File: config.mk
export PLATFORM = sky130hd
export DESIGN_NAME = mandelbrot_escape_time
export DESIGN_NICKNAME = d
export VERILOG_FILES = /design/src/rtl/core/mbe_pkg.sv /design/src/rtl/core/mbe_cfg_regs.sv /design/src/rtl/core/mbe_mul.sv /design/src/rtl/core/mandelbrot_escape_time.sv
export VERILOG_INCLUDE_DIRS = /design/src /design/src/rtl/core
export SDC_FILE = /design/constraint.sdc
export NUM_CORES = 2
export LEC_CHECK = 0
export ABC_AREA = 1
export BUFFER_PORTS_ARGS = -buffer_cell sky130_fd_sc_hd__buf_2
export CAP_MARGIN = 30
export CORE_MARGIN = 4
export CORE_UTILIZATION = 45
export DETAILED_ROUTE_END_ITERATION = 7
export HOLD_SLACK_MARGIN = 0.03
export PLACE_DENSITY = 0.59
export RECOVER_POWER = 100
export SLEW_MARGIN = 0
export SYNTH_ARGS = -nofsm -noshare
export SYNTH_HDL_FRONTEND = slang
export SYNTH_SLANG_ARGS = --single-unit
File: constraint.sdc
create_clock -name clk -period 14.9 [get_ports clk]
set_input_delay 2.98 -clock clk [delete_from_list [all_inputs] [get_ports clk]]
set_output_delay 2.98 -clock clk [all_outputs]
set_load 0.01 [all_outputs]
File: src/rtl/core/mandelbrot_escape_time_macros.svh
// ----------------------------------------------------------------------------
// Mandelbrot escape time macros
// Assertion shorthands shared by the escape-time block.
// ----------------------------------------------------------------------------
`ifndef MANDELBROT_ESCAPE_TIME_MACROS_SVH
`define MANDELBROT_ESCAPE_TIME_MACROS_SVH

// Same-cycle implication, checked out of reset only.
`define MBE_ASSERT_IMP(label, ante, cons, msg) \
	label: assert property (@(posedge clk) disable iff (!arst_n) (ante) |-> (cons)) \
		else $error(msg);

// Next-cycle implication, checked out of reset only.
`define MBE_ASSERT_NXT(label, ante, cons, msg) \
	label: assert property (@(posedge clk) disable iff (!arst_n) (ante) |=> (cons)) \
		else $error(msg);

`endif

File: src/rtl/core/mbe_pkg.sv
// ----------------------------------------------------------------------------
// Mandelbrot escape time package
// Types, constants and register codes shared by the escape-time block.
// ----------------------------------------------------------------------------
`timescale 1ns / 1ps

package mbe_pkg;

	localparam int GRID_SIZE = 4096;
	localparam int FRAC_BITS = 28;
	localparam int IDX_W     = 12;
	localparam int MUL_W     = 32;
	localparam int PROD_W    = 2 * MUL_W;
	// Orbit values stay well inside this width until escape is seen.
	localparam int Z_W       = 48;
	localparam int CNT_W     = 16;
	localparam int CFG_IDX_W = 3;
	localparam int CFG_DAT_W = 32;

	localparam logic [IDX_W-1:0] IDX_MAX = IDX_W'(GRID_SIZE - 1);

	// 2.0 in orbit format, and 4.0 at the scale of an exact square.
	localparam logic signed [Z_W-1:0]    Z_TWO      = Z_W'(64'd2 << FRAC_BITS);
	localparam logic signed [PROD_W-1:0] ESC_THRESH = PROD_W'(64'd1 << (2 * FRAC_BITS + 2));

	localparam logic [CFG_IDX_W-1:0] REG_REAL_ORIGIN = 3'd0;
	localparam logic [CFG_IDX_W-1:0] REG_IMAG_ORIGIN = 3'd1;
	localparam logic [CFG_IDX_W-1:0] REG_REAL_STEP   = 3'd2;
	localparam logic [CFG_IDX_W-1:0] REG_IMAG_STEP   = 3'd3;
	localparam logic [CFG_IDX_W-1:0] REG_ITER_LIMIT  = 3'd4;

	localparam logic signed [31:0] RST_REAL_ORIGIN = -32'sd536870912;
	localparam logic signed [31:0] RST_IMAG_ORIGIN = -32'sd402653184;
	localparam logic [30:0]        RST_REAL_STEP   = 31'd196608;
	localparam logic [30:0]        RST_IMAG_STEP   = 31'd196608;
	localparam logic [CNT_W-1:0]   RST_ITER_LIMIT  = 16'd1000;

	typedef struct packed {
		logic signed [31:0] real_origin;
		logic signed [31:0] imag_origin;
		logic [30:0]        real_step;
		logic [30:0]        imag_step;
		logic [CNT_W-1:0]   iteration_limit;
	} cfg_t;

	typedef enum logic [2:0] {
		ST_IDLE,
		ST_MAP_R,
		ST_MAP_I,
		ST_MAP_C,
		ST_ITER_RR,
		ST_ITER_II,
		ST_ITER_RI,
		ST_ITER_UPD
	} state_t;

endpackage

File: src/rtl/core/mbe_cfg_regs.sv
// ----------------------------------------------------------------------------
// Escape time configuration registers
// Holds the view window and the iteration limit, written by index.
// ----------------------------------------------------------------------------
`timescale 1ns / 1ps

module mbe_cfg_regs (
	input  logic                           clk,
	input  logic                           arst_n,
	input  logic                           cfg_we,
	input  logic [mbe_pkg::CFG_IDX_W-1:0]  cfg_index,
	input  logic [mbe_pkg::CFG_DAT_W-1:0]  cfg_data,
	output mbe_pkg::cfg_t                  cfg
);

	mbe_pkg::cfg_t cfg_q;

	always_ff @(posedge clk or negedge arst_n) begin
		if (!arst_n) begin
			cfg_q.real_origin     <= mbe_pkg::RST_REAL_ORIGIN;
			cfg_q.imag_origin     <= mbe_pkg::RST_IMAG_ORIGIN;
			cfg_q.real_step       <= mbe_pkg::RST_REAL_STEP;
			cfg_q.imag_step       <= mbe_pkg::RST_IMAG_STEP;
			cfg_q.iteration_limit <= mbe_pkg::RST_ITER_LIMIT;
		end else if (cfg_we) begin
			case (cfg_index)
				mbe_pkg::REG_REAL_ORIGIN: cfg_q.real_origin     <= $signed(cfg_data);
				mbe_pkg::REG_IMAG_ORIGIN: cfg_q.imag_origin     <= $signed(cfg_data);
				mbe_pkg::REG_REAL_STEP:   cfg_q.real_step       <= cfg_data[30:0];
				mbe_pkg::REG_IMAG_STEP:   cfg_q.imag_step       <= cfg_data[30:0];
				mbe_pkg::REG_ITER_LIMIT:  cfg_q.iteration_limit <= cfg_data[15:0];
				default: ;
			endcase
		end
	end

	assign cfg = cfg_q;

endmodule

File: src/rtl/core/mbe_mul.sv
// ----------------------------------------------------------------------------
// Escape time shared multiplier
// One signed 32 by 32 multiplier with a registered 64-bit product.
// ----------------------------------------------------------------------------
`timescale 1ns / 1ps

module mbe_mul (
	input  logic                                clk,
	input  logic signed [mbe_pkg::MUL_W-1:0]    op_a,
	input  logic signed [mbe_pkg::MUL_W-1:0]    op_b,
	output logic signed [mbe_pkg::PROD_W-1:0]   prod_q
);

	always_ff @(posedge clk) begin
		prod_q <= op_a * op_b;
	end

endmodule

File: src/rtl/core/mandelbrot_escape_time.sv
// ----------------------------------------------------------------------------
// Mandelbrot escape time
// Maps a pixel to a point c and counts z = z*z + c iterations until escape.
// ----------------------------------------------------------------------------
// A pixel is taken as one transfer of column and row while in_ready is high,
// and its iteration count comes back as one transfer on the output side. The
// block works on one pixel at a time: in_ready stays low from the transfer
// until the count has been handed to the output register, which then holds
// it while the next pixel is already being taken. All work runs through one
// shared signed 32x32 multiplier with a registered product. Mapping the pixel
// to c runs through the states MAP_R, MAP_I and MAP_C after the input
// transfer, and each iteration runs through ITER_RR, ITER_II, ITER_RI and
// ITER_UPD (the real square, the imaginary square, the cross product and
// the update). The orbit ends in ITER_RR when the limit is reached or a
// component is beyond 2.0, or in ITER_RI when the sum of squares ends it,
// and the count is then loaded into the output register from IDLE once that
// register is free or being read. The default iteration limit is 1000.
// The escape test is exact: a component beyond 2.0 escapes at once,
// otherwise the full-width squares are summed and compared with 4.0.
// Configuration registers are written by index with no handshake and should
// only be changed while no pixel is in flight.
// ----------------------------------------------------------------------------
`timescale 1ns / 1ps
`include "mandelbrot_escape_time_macros.svh"

module mandelbrot_escape_time (
	input  logic                           clk,
	input  logic                           arst_n,
	// Configuration write port
	input  logic                           cfg_we,
	input  logic [mbe_pkg::CFG_IDX_W-1:0]  cfg_index,
	input  logic [mbe_pkg::CFG_DAT_W-1:0]  cfg_data,
	// Pixel input channel
	input  logic                           in_valid,
	output logic                           in_ready,
	input  logic [mbe_pkg::IDX_W-1:0]      column,
	input  logic [mbe_pkg::IDX_W-1:0]      row,
	// Result channel
	output logic                           out_valid,
	input  logic                           out_ready,
	output logic [mbe_pkg::CNT_W-1:0]      iterations
);

	mbe_pkg::cfg_t cfg;

	mbe_cfg_regs u_cfg_regs (
		.clk       (clk),
		.arst_n    (arst_n),
		.cfg_we    (cfg_we),
		.cfg_index (cfg_index),
		.cfg_data  (cfg_data),
		.cfg       (cfg)
	);

	// Sequencer state and a flag that the count is final and waits for the
	// output register.
	mbe_pkg::state_t state_q, state_d;
	logic            done_q, done_d;
	logic            out_valid_q;

	// Datapath registers.
	logic [mbe_pkg::IDX_W-1:0]          col_q, row_q;
	logic signed [mbe_pkg::Z_W-1:0]     cr_q, ci_q, zr_q, zi_q;
	logic signed [mbe_pkg::PROD_W-1:0]  rr_q, diff_q;
	logic [mbe_pkg::CNT_W-1:0]          count_q;
	logic [mbe_pkg::CNT_W-1:0]          iterations_q;

	// Shared multiplier.
	logic signed [mbe_pkg::MUL_W-1:0]   op_a, op_b;
	logic signed [mbe_pkg::PROD_W-1:0]  prod_q;

	mbe_mul u_mul (
		.clk    (clk),
		.op_a   (op_a),
		.op_b   (op_b),
		.prod_q (prod_q)
	);

	// Status of the current orbit point.
	logic                               mag_escape;
	logic                               at_limit;
	logic signed [mbe_pkg::PROD_W-1:0]  sq_sum;
	logic                               sq_escape;
	logic                               load_out;

	assign mag_escape = (zr_q > mbe_pkg::Z_TWO) || (zr_q < -mbe_pkg::Z_TWO) ||
		(zi_q > mbe_pkg::Z_TWO) || (zi_q < -mbe_pkg::Z_TWO);
	assign at_limit   = (count_q >= cfg.iteration_limit);
	assign sq_sum     = rr_q + prod_q;
	assign sq_escape  = (sq_sum > mbe_pkg::ESC_THRESH);
	assign load_out   = done_q && (!out_valid_q || out_ready);

	always_comb begin
		state_d = state_q;
		done_d  = done_q;
		op_a    = '0;
		op_b    = '0;
		case (state_q)
			mbe_pkg::ST_IDLE: begin
				if (done_q) begin
					if (load_out) begin
						done_d = 1'b0;
					end
				end else if (in_valid) begin
					state_d = mbe_pkg::ST_MAP_R;
				end
			end
			mbe_pkg::ST_MAP_R: begin
				op_a    = $signed(mbe_pkg::MUL_W'(col_q));
				op_b    = $signed(mbe_pkg::MUL_W'(cfg.real_step));
				state_d = mbe_pkg::ST_MAP_I;
			end
			mbe_pkg::ST_MAP_I: begin
				op_a    = $signed(mbe_pkg::MUL_W'(row_q));
				op_b    = $signed(mbe_pkg::MUL_W'(cfg.imag_step));
				state_d = mbe_pkg::ST_MAP_C;
			end
			mbe_pkg::ST_MAP_C: begin
				state_d = mbe_pkg::ST_ITER_RR;
			end
			mbe_pkg::ST_ITER_RR: begin
				// Below 2.0 in both parts the low word holds the value exactly.
				op_a = $signed(zr_q[mbe_pkg::MUL_W-1:0]);
				op_b = $signed(zr_q[mbe_pkg::MUL_W-1:0]);
				if (at_limit || mag_escape) begin
					state_d = mbe_pkg::ST_IDLE;
					done_d  = 1'b1;
				end else begin
					state_d = mbe_pkg::ST_ITER_II;
				end
			end
			mbe_pkg::ST_ITER_II: begin
				op_a    = $signed(zi_q[mbe_pkg::MUL_W-1:0]);
				op_b    = $signed(zi_q[mbe_pkg::MUL_W-1:0]);
				state_d = mbe_pkg::ST_ITER_RI;
			end
			mbe_pkg::ST_ITER_RI: begin
				op_a = $signed(zr_q[mbe_pkg::MUL_W-1:0]);
				op_b = $signed(zi_q[mbe_pkg::MUL_W-1:0]);
				if (sq_escape) begin
					state_d = mbe_pkg::ST_IDLE;
					done_d  = 1'b1;
				end else begin
					state_d = mbe_pkg::ST_ITER_UPD;
				end
			end
			mbe_pkg::ST_ITER_UPD: begin
				state_d = mbe_pkg::ST_ITER_RR;
			end
			default: begin
				state_d = mbe_pkg::ST_IDLE;
			end
		endcase
	end

	// A new pixel is taken only while no count is pending, so the output
	// register is never asked to take more than one waiting count.
	assign in_ready = (state_q == mbe_pkg::ST_IDLE) && !done_q;

	always_ff @(posedge clk or negedge arst_n) begin
		if (!arst_n) begin
			state_q     <= mbe_pkg::ST_IDLE;
			done_q      <= 1'b0;
			out_valid_q <= 1'b0;
		end else begin
			state_q <= state_d;
			done_q  <= done_d;
			if (load_out) begin
				out_valid_q <= 1'b1;
			end else if (out_ready) begin
				out_valid_q <= 1'b0;
			end
		end
	end

	always_ff @(posedge clk) begin
		if (in_valid && in_ready) begin
			// Indices past the grid edge are pinned to the last column or row.
			col_q <= ({1'b0, column} >= (mbe_pkg::IDX_W + 1)'(mbe_pkg::GRID_SIZE)) ?
				mbe_pkg::IDX_MAX : column;
			row_q <= ({1'b0, row} >= (mbe_pkg::IDX_W + 1)'(mbe_pkg::GRID_SIZE)) ?
				mbe_pkg::IDX_MAX : row;
		end
		case (state_q)
			mbe_pkg::ST_MAP_I: begin
				cr_q <= mbe_pkg::Z_W'(cfg.real_origin) + prod_q[mbe_pkg::Z_W-1:0];
			end
			mbe_pkg::ST_MAP_C: begin
				ci_q    <= mbe_pkg::Z_W'(cfg.imag_origin) + prod_q[mbe_pkg::Z_W-1:0];
				zr_q    <= '0;
				zi_q    <= '0;
				count_q <= '0;
			end
			mbe_pkg::ST_ITER_II: begin
				rr_q <= prod_q;
			end
			mbe_pkg::ST_ITER_RI: begin
				diff_q <= rr_q - prod_q;
			end
			mbe_pkg::ST_ITER_UPD: begin
				// Floor of the scaled square difference and of twice the cross
				// product, then c is added.
				zr_q <= cr_q + mbe_pkg::Z_W'(diff_q >>> mbe_pkg::FRAC_BITS);
				zi_q <= ci_q + mbe_pkg::Z_W'(prod_q >>> (mbe_pkg::FRAC_BITS - 1));
				count_q <= count_q + 1'b1;
			end
			default: ;
		endcase
		if (load_out) begin
			iterations_q <= count_q;
		end
	end

	assign out_valid  = out_valid_q;
	assign iterations = iterations_q;

	`MBE_ASSERT_NXT(a_start_map, in_valid && in_ready,
		state_q == mbe_pkg::ST_MAP_R, "transfer did not start mapping")
	`MBE_ASSERT_NXT(a_count_step, state_q == mbe_pkg::ST_ITER_UPD,
		count_q == $past(count_q) + 1'b1, "iteration count did not advance")
	`MBE_ASSERT_IMP(a_count_bound, state_q == mbe_pkg::ST_ITER_II ||
		state_q == mbe_pkg::ST_ITER_RI || state_q == mbe_pkg::ST_ITER_UPD,
		count_q < cfg.iteration_limit, "iteration count passed the limit")
	`MBE_ASSERT_IMP(a_mag_bound, state_q == mbe_pkg::ST_ITER_II ||
		state_q == mbe_pkg::ST_ITER_RI, !mag_escape, "squaring an escaped orbit point")

endmodule

## Yosys cells after proc, flatten, opt, wreduce, memory -nomap -nowiden

Index checks and enable logic that the tools add are counted.

| operators by class | value |
|---|---|
| multipliers | 1 |
| shift-type cells | 0 |
| mux-type cells | 17 |
| $lt $le $gt $ge | 6 |
| add/sub/neg operators | 7 |
| equal/unequal tests | 15 |
| reduce and logical (&&, ||, !) cells | 25 |
| bitwise operators | 0 |
| div/mod/pow operators | 0 |

Operators by type and width:

| kind | count |
|---|---|
| case mux 32 bit (4 select lines) | 2 |
| case mux 48 bit (2 select lines) | 2 |
| adder 48 bit | 2 |
| greater-than comparator 48 x 31 -> 1 bit, second input constant | 2 |
| less-than comparator 48 x 30 -> 1 bit, second input constant | 2 |
| adder 64 bit | 1 |
| greater-than comparator 64 x 60 -> 1 bit, second input constant | 1 |
| multiplier 32 x 32 -> 64 bit | 1 |
| subtractor 64 bit | 1 |
| adder 48 x 36 -> 48 bit | 1 |
| adder 48 x 37 -> 48 bit | 1 |
| case mux 16 bit (2 select lines) | 1 |
| case mux 3 bit (7 select lines) | 1 |
| adder 16 x 1 -> 16 bit, second input constant | 1 |
| >= comparator 16 bit | 1 |
| == test 3 bit, second input constant | 5 |
| == test 3 x 2 -> 1 bit, second input constant | 4 |
| two-way mux 3 bit | 4 |
| AND reduction 2 bit | 6 |
| != test 2 bit, second input constant | 4 |
| == test 3 x 1 -> 1 bit, second input constant | 2 |
| logical NOT 3 bit | 2 |
| two-way mux 1 bit | 6 |
| OR reduction 2 bit | 3 |
| 7 further kinds | 15 |

| word-level totals | value |
|---|---|
| output and inout port bits | 18 |
| latch bits | 0 |
| bits in registers | 587 |
| bits in writable memories | 0 |
| memory bits (read-only) | 0 |
| memories | 0 |

## Logic depth before layout (Yosys ltp)

| logic depth | value |
|---|---|
| word-level depth | 7 |
| depth in mapped cells | 41 |

## Hierarchy

A second synthesis with hierarchy kept.

| unflattened totals | value |
|---|---|
| cell total of the unflattened synthesis | 10724 |
| area, all modules | 80793.7 um2 |

Modules (own cells, without submodules):

| module | area each (um2) | instances | seq. area each (um2) | cells an instance |
|---|---|---|---|---|
| mbe_mul | 40141.0 | 1 | 1281.2 | 5147 |
| mandelbrot_escape_time | 34973.5 | 1 | 10575.1 | 4952 |
| mbe_cfg_regs | 5679.2 | 1 | 3574.7 | 625 |

## Worst setup path before layout

No wires, ideal clock.

| timing path | value |
|---|---|
| kind | flip-flop to flip-flop |
| start point | register state_q[1] |
| end point | register u_mul.prod_q[61] in the netlist's numbering |
| path slack | 3.687 ns |
| period minus slack after synthesis | 11.213 ns |
| arrival | 11.142 ns |
| stages on the path, launching flop included | 34 |
| cells stage by stage | dfrtp_1 > inv_2 > nand2_1 > nor2_1 > inv_2 > buf_2 > o22ai_2 > clkinv_1 > clkbuf_1 > nor2_1 > fa_1 > inv_1 > fa_1 > inv_1 > fa_1 > fa_1 > inv_1 > fa_1 > inv_1 > fa_1 > fa_1 > fa_1 > ha_1 > nand2_1 > nor2_1 > inv_1 > nor3_1 > nand3_1 > nand3_1 > nand3_1 > o211ai_1 > nand2_1 > o21ai_0 > xor2_1 |

| on the way | value |
|---|---|
| cells in the longest elaborated chain, start to end | 4 |

RTL lines:

| what | line | source |
|---|---|---|
| from (decl) | mandelbrot_escape_time.sv:57 | `mbe_pkg::state_t state_q, state_d;` |
| from (signal assigned) | mandelbrot_escape_time.sv:162 | `state_q <= mbe_pkg::ST_IDLE;` |
| from (signal assigned) | mandelbrot_escape_time.sv:166 | `state_q <= state_d;` |
| == test 3 bit | mandelbrot_escape_time.sv:98 | `case (state_q)` |
| OR reduction 2 bit (no line) | -- |  |
| case mux 32 bit (4 select lines) | mandelbrot_escape_time.sv:98 |  |
| multiplier 32 x 32 -> 64 bit * | mbe_mul.sv:15 | `prod_q <= op_a * op_b;` |
| to (signal assigned) | mbe_mul.sv:15 |  |
| to (decl) | mbe_mul.sv:11 | `output logic signed [mbe_pkg::PROD_W-1:0] prod_q` |

Every way passes the cells marked *; elsewhere a longest branch is shown, timed or not.
A chain may end at the register's enable or synchronous reset.

## Final worst setup path

| timing path | value |
|---|---|
| start point | register state_q[2] |
| end point | register u_mul.prod_q[62] in the netlist's numbering |

The elaborated chain is that of the path after synthesis.

==> impl_metrics.tcl <==
set metrics [dict create \
    clk_pin_slew_ns 0.07 \
    h-tree-depth 2 \
    whs_ns 0.489 \
    numPortBuffers 81 \
    grt_pass1_wl_mm 431 \
    grt_max_degree 87 \
    tns_ns 0 \
    area_growth_pct 6.39 \
    violations "max-capacitance violations, max-slew violations" \
    hold_violations 0 \
    cp_max_fo 52 \
    overflow 0 \
    vias 65900 \
    synth_cells 9521 \
    synth_edf_count 348 \
    hold_buffers 0 \
    relSlewSlack -2.29 \
    rsz0062_at_grt "false" \
    rows 151 \
    grtUsageTotal 0.327 \
    start_kind "flop" \
    gp_congestion 0.997 \
    synth_ff_type "edfxtp_1" \
    insertion_delay_ns 0.68 \
    crit_type "flop to flop" \
    place_area_sq_um 80100 \
    core_area_sq_um 169000 \
    synth_cell_types 68 \
    setup_viol 0 \
    post-route-drc-count 0 \
    tightestPinTransition_ns 4.93 \
    viasPerCell 5.58 \
    cts_setup_buffers 0 \
    final_antenna_net_count 0 \
    postLayoutCoreUtil 0.482 \
    path_delay_family "adder cells" \
    nNetsFinal 11200 \
    status "complete, but fails checks" \
    io_pins 82 \
    drt_iter0_drc 7280 \
    yosys_warnings 0 \
    synthesis.area_sq_um 76800 \
    dp_hpwl_mm 241 \
    cts-root-buf "clkbuf_16" \
    cts_tree "built" \
    maxCapViolCount 17 \
    cpMostUsedCell "fa_1" \
    crit_path_end_kind "flop" \
    maxSlewViolCount 855 \
    critPathArrivalTime_ns 13.14 \
    ys_ff_latch 559 \
    dieHeight_um 421 \
    die_area_sq_um 177000 \
    cp_num_buf_inv 10 \
    initial_core_util 0.453 \
    worstPathRequired_ns 15.45 \
    syn-num-nets 11200 \
    clock_skew_ns 0.0310 \
    clock_path_buffers 3 \
    slowest_stage "clkbuf_1" \
    synth-seq-area-share 0.201 \
    routed_wl_mm 293 \
    cts_made_buffers 58 \
    syn_area_per_cell_sq_um 8.06 \
    cts-resized-gates 0 \
    crit_path_max_incr_delay_ns 2.21 \
    grt_pass1_vias 65400 \
    wl_per_cell_um 24.8 \
    hp-class "flop to flop" \
    die_w_um 421 \
    regArea_sq_um 15400 \
    fin_area_sq_um 81700 \
    finalCritPeriodShare 0.845 \
    firstDrtPassIters 6 \
    cts.sinks 559 \
    antenna_found_initial 17 \
    drive_above_1_share 0.0520 \
    fin_crit_ns 12.59 \
    multi_input_area_sq_um 52500 \
    async_flop_share 0.263 \
    nFillCells 16800 \
    clock.fmax_mhz 79.4 \
]
==> cell usage in the layout (no fill, tap or decap), types with 70 or more instances in the layout <==
| cell | n |
|---|---|
| a21oi_1 | 565 |
| a31oi_1 | 89 |
| buf_4 | 76 |
| clkbuf_1 | 94 |
| dfrtp_1 | 130 |
| edfxtp_1 | 348 |
| fa_1 | 1087 |
| ha_1 | 515 |
| inv_1 | 2003 |
| nand2_1 | 1749 |
| nand3_1 | 164 |
| nor2_1 | 1115 |
| nor3_1 | 76 |
| o21a_1 | 70 |
| o21ai_0 | 463 |
| xnor2_1 | 76 |
| xor2_1 | 159 |
==> worst register-to-register path, delay by kind of cell (launching register included) <==
family | cells | cell delay, ns
AOI/OAI and AO/OA | 3 | 1.62
and+or+nand+nor | 12 | 1.74
buffers and inverters | 10 | 4.15
DFF | 1 | 0.45
adders and majority gates | 9 | 4.52
==> sequential cells by signal, summed over array words and instances (netlist names) <==
signal          count
col_q              12
u_mul.prod_q       64
state_q             3
done_q              1
out_valid           1
cr_q               48
zr_q               48
rr_q               64
ci_q               48
u_cfg_regs.cfg    142
zi_q               48
row_q              12
iterations         16
count_q            16
diff_q             36
==> per-layer routing <==
layer	GRT usage	routed length [um]
met1	0.472	125000
met2	0.483	123000
met3	0.0750	31200
met4	0.113	13100
met5	0	26
==> synthesized netlist by cell type (all sizes together) (26+ instances only) <==
cell    number  area, sq um
a21oi      577         2940
dfxtp       64         1280
xor2       159         1390
dfrtp      130         3250
nor3        91          531
buf        103          623
o21bai      26          203
nand3      177          958
nand2     1773         6720
edfxtp     348        10500
clkbuf     151          567
inv       2053         7710
nor2      1203         4850
a31oi       89          557
fa        1087        21800
clkinv      26         97.6
nand4       62          388
o21ai      479         2420
o21a        70          526
ha         515         6440
xnor2       76          666
nor4        39          329
==> path summary, 6_finish.rpt <==
path                               startpoint                  end  slack (ns)  depth (start not counted)
min reg2reg                u_cfg_regs.cfg[10]   u_cfg_regs.cfg[10]        0.49                          2
min in group asynchronous              arst_n   u_cfg_regs.cfg[83]        4.09                          1
min                        u_cfg_regs.cfg[10]   u_cfg_regs.cfg[10]        0.49                          2
max reg2reg                        state_q[2]     u_mul.prod_q[62]        2.31                         34
max                                state_q[2]     u_mul.prod_q[62]        2.31                         34
max in group asynchronous              arst_n  u_cfg_regs.cfg[100]        5.63                          2
==> cell families after synthesis <==
| family | Yosys count | synth area share |
|---|---|---|
| adders and majority gates | 1602 | 0.367 |
| DFF | 559 | 0.201 |
| and+or+nand+nor | 3384 | 0.183 |
| xor gates and xnor gates | 235 | 0.0268 |
| AOI/OAI and AO/OA | 1408 | 0.105 |
| buffers and inverters | 2333 | 0.117 |
==> stage by stage <==
step           setup WS, ns  std cells
4_1_cts                4.14      11800
2_1_floorplan          3.69       9521
5_1_grt                1.76      11800
3_5_place_dp           4.18      11700
3_3_place_gp           4.36      11700
6_report               2.31      11800
==> cell type report <==
| class | count | share of cell area |
|---|---|---|
| inverters | 2079 | 0.0956 |
| diodes | 8 | 0.000245 |
| clock buffers | 67 | 0.0184 |
| multi-input cells | 6629 | 0.642 |
| clock inverters | 43 | 0.00561 |
| repair buffers | 223 | 0.0150 |
| well taps | 2218 | 0.0340 |
| flip-flops and latches | 559 | 0.189 |
Power is left out: the tool's default activity adds up to more than one toggle a clock period on the data nets, which glitch-free logic cannot reach.
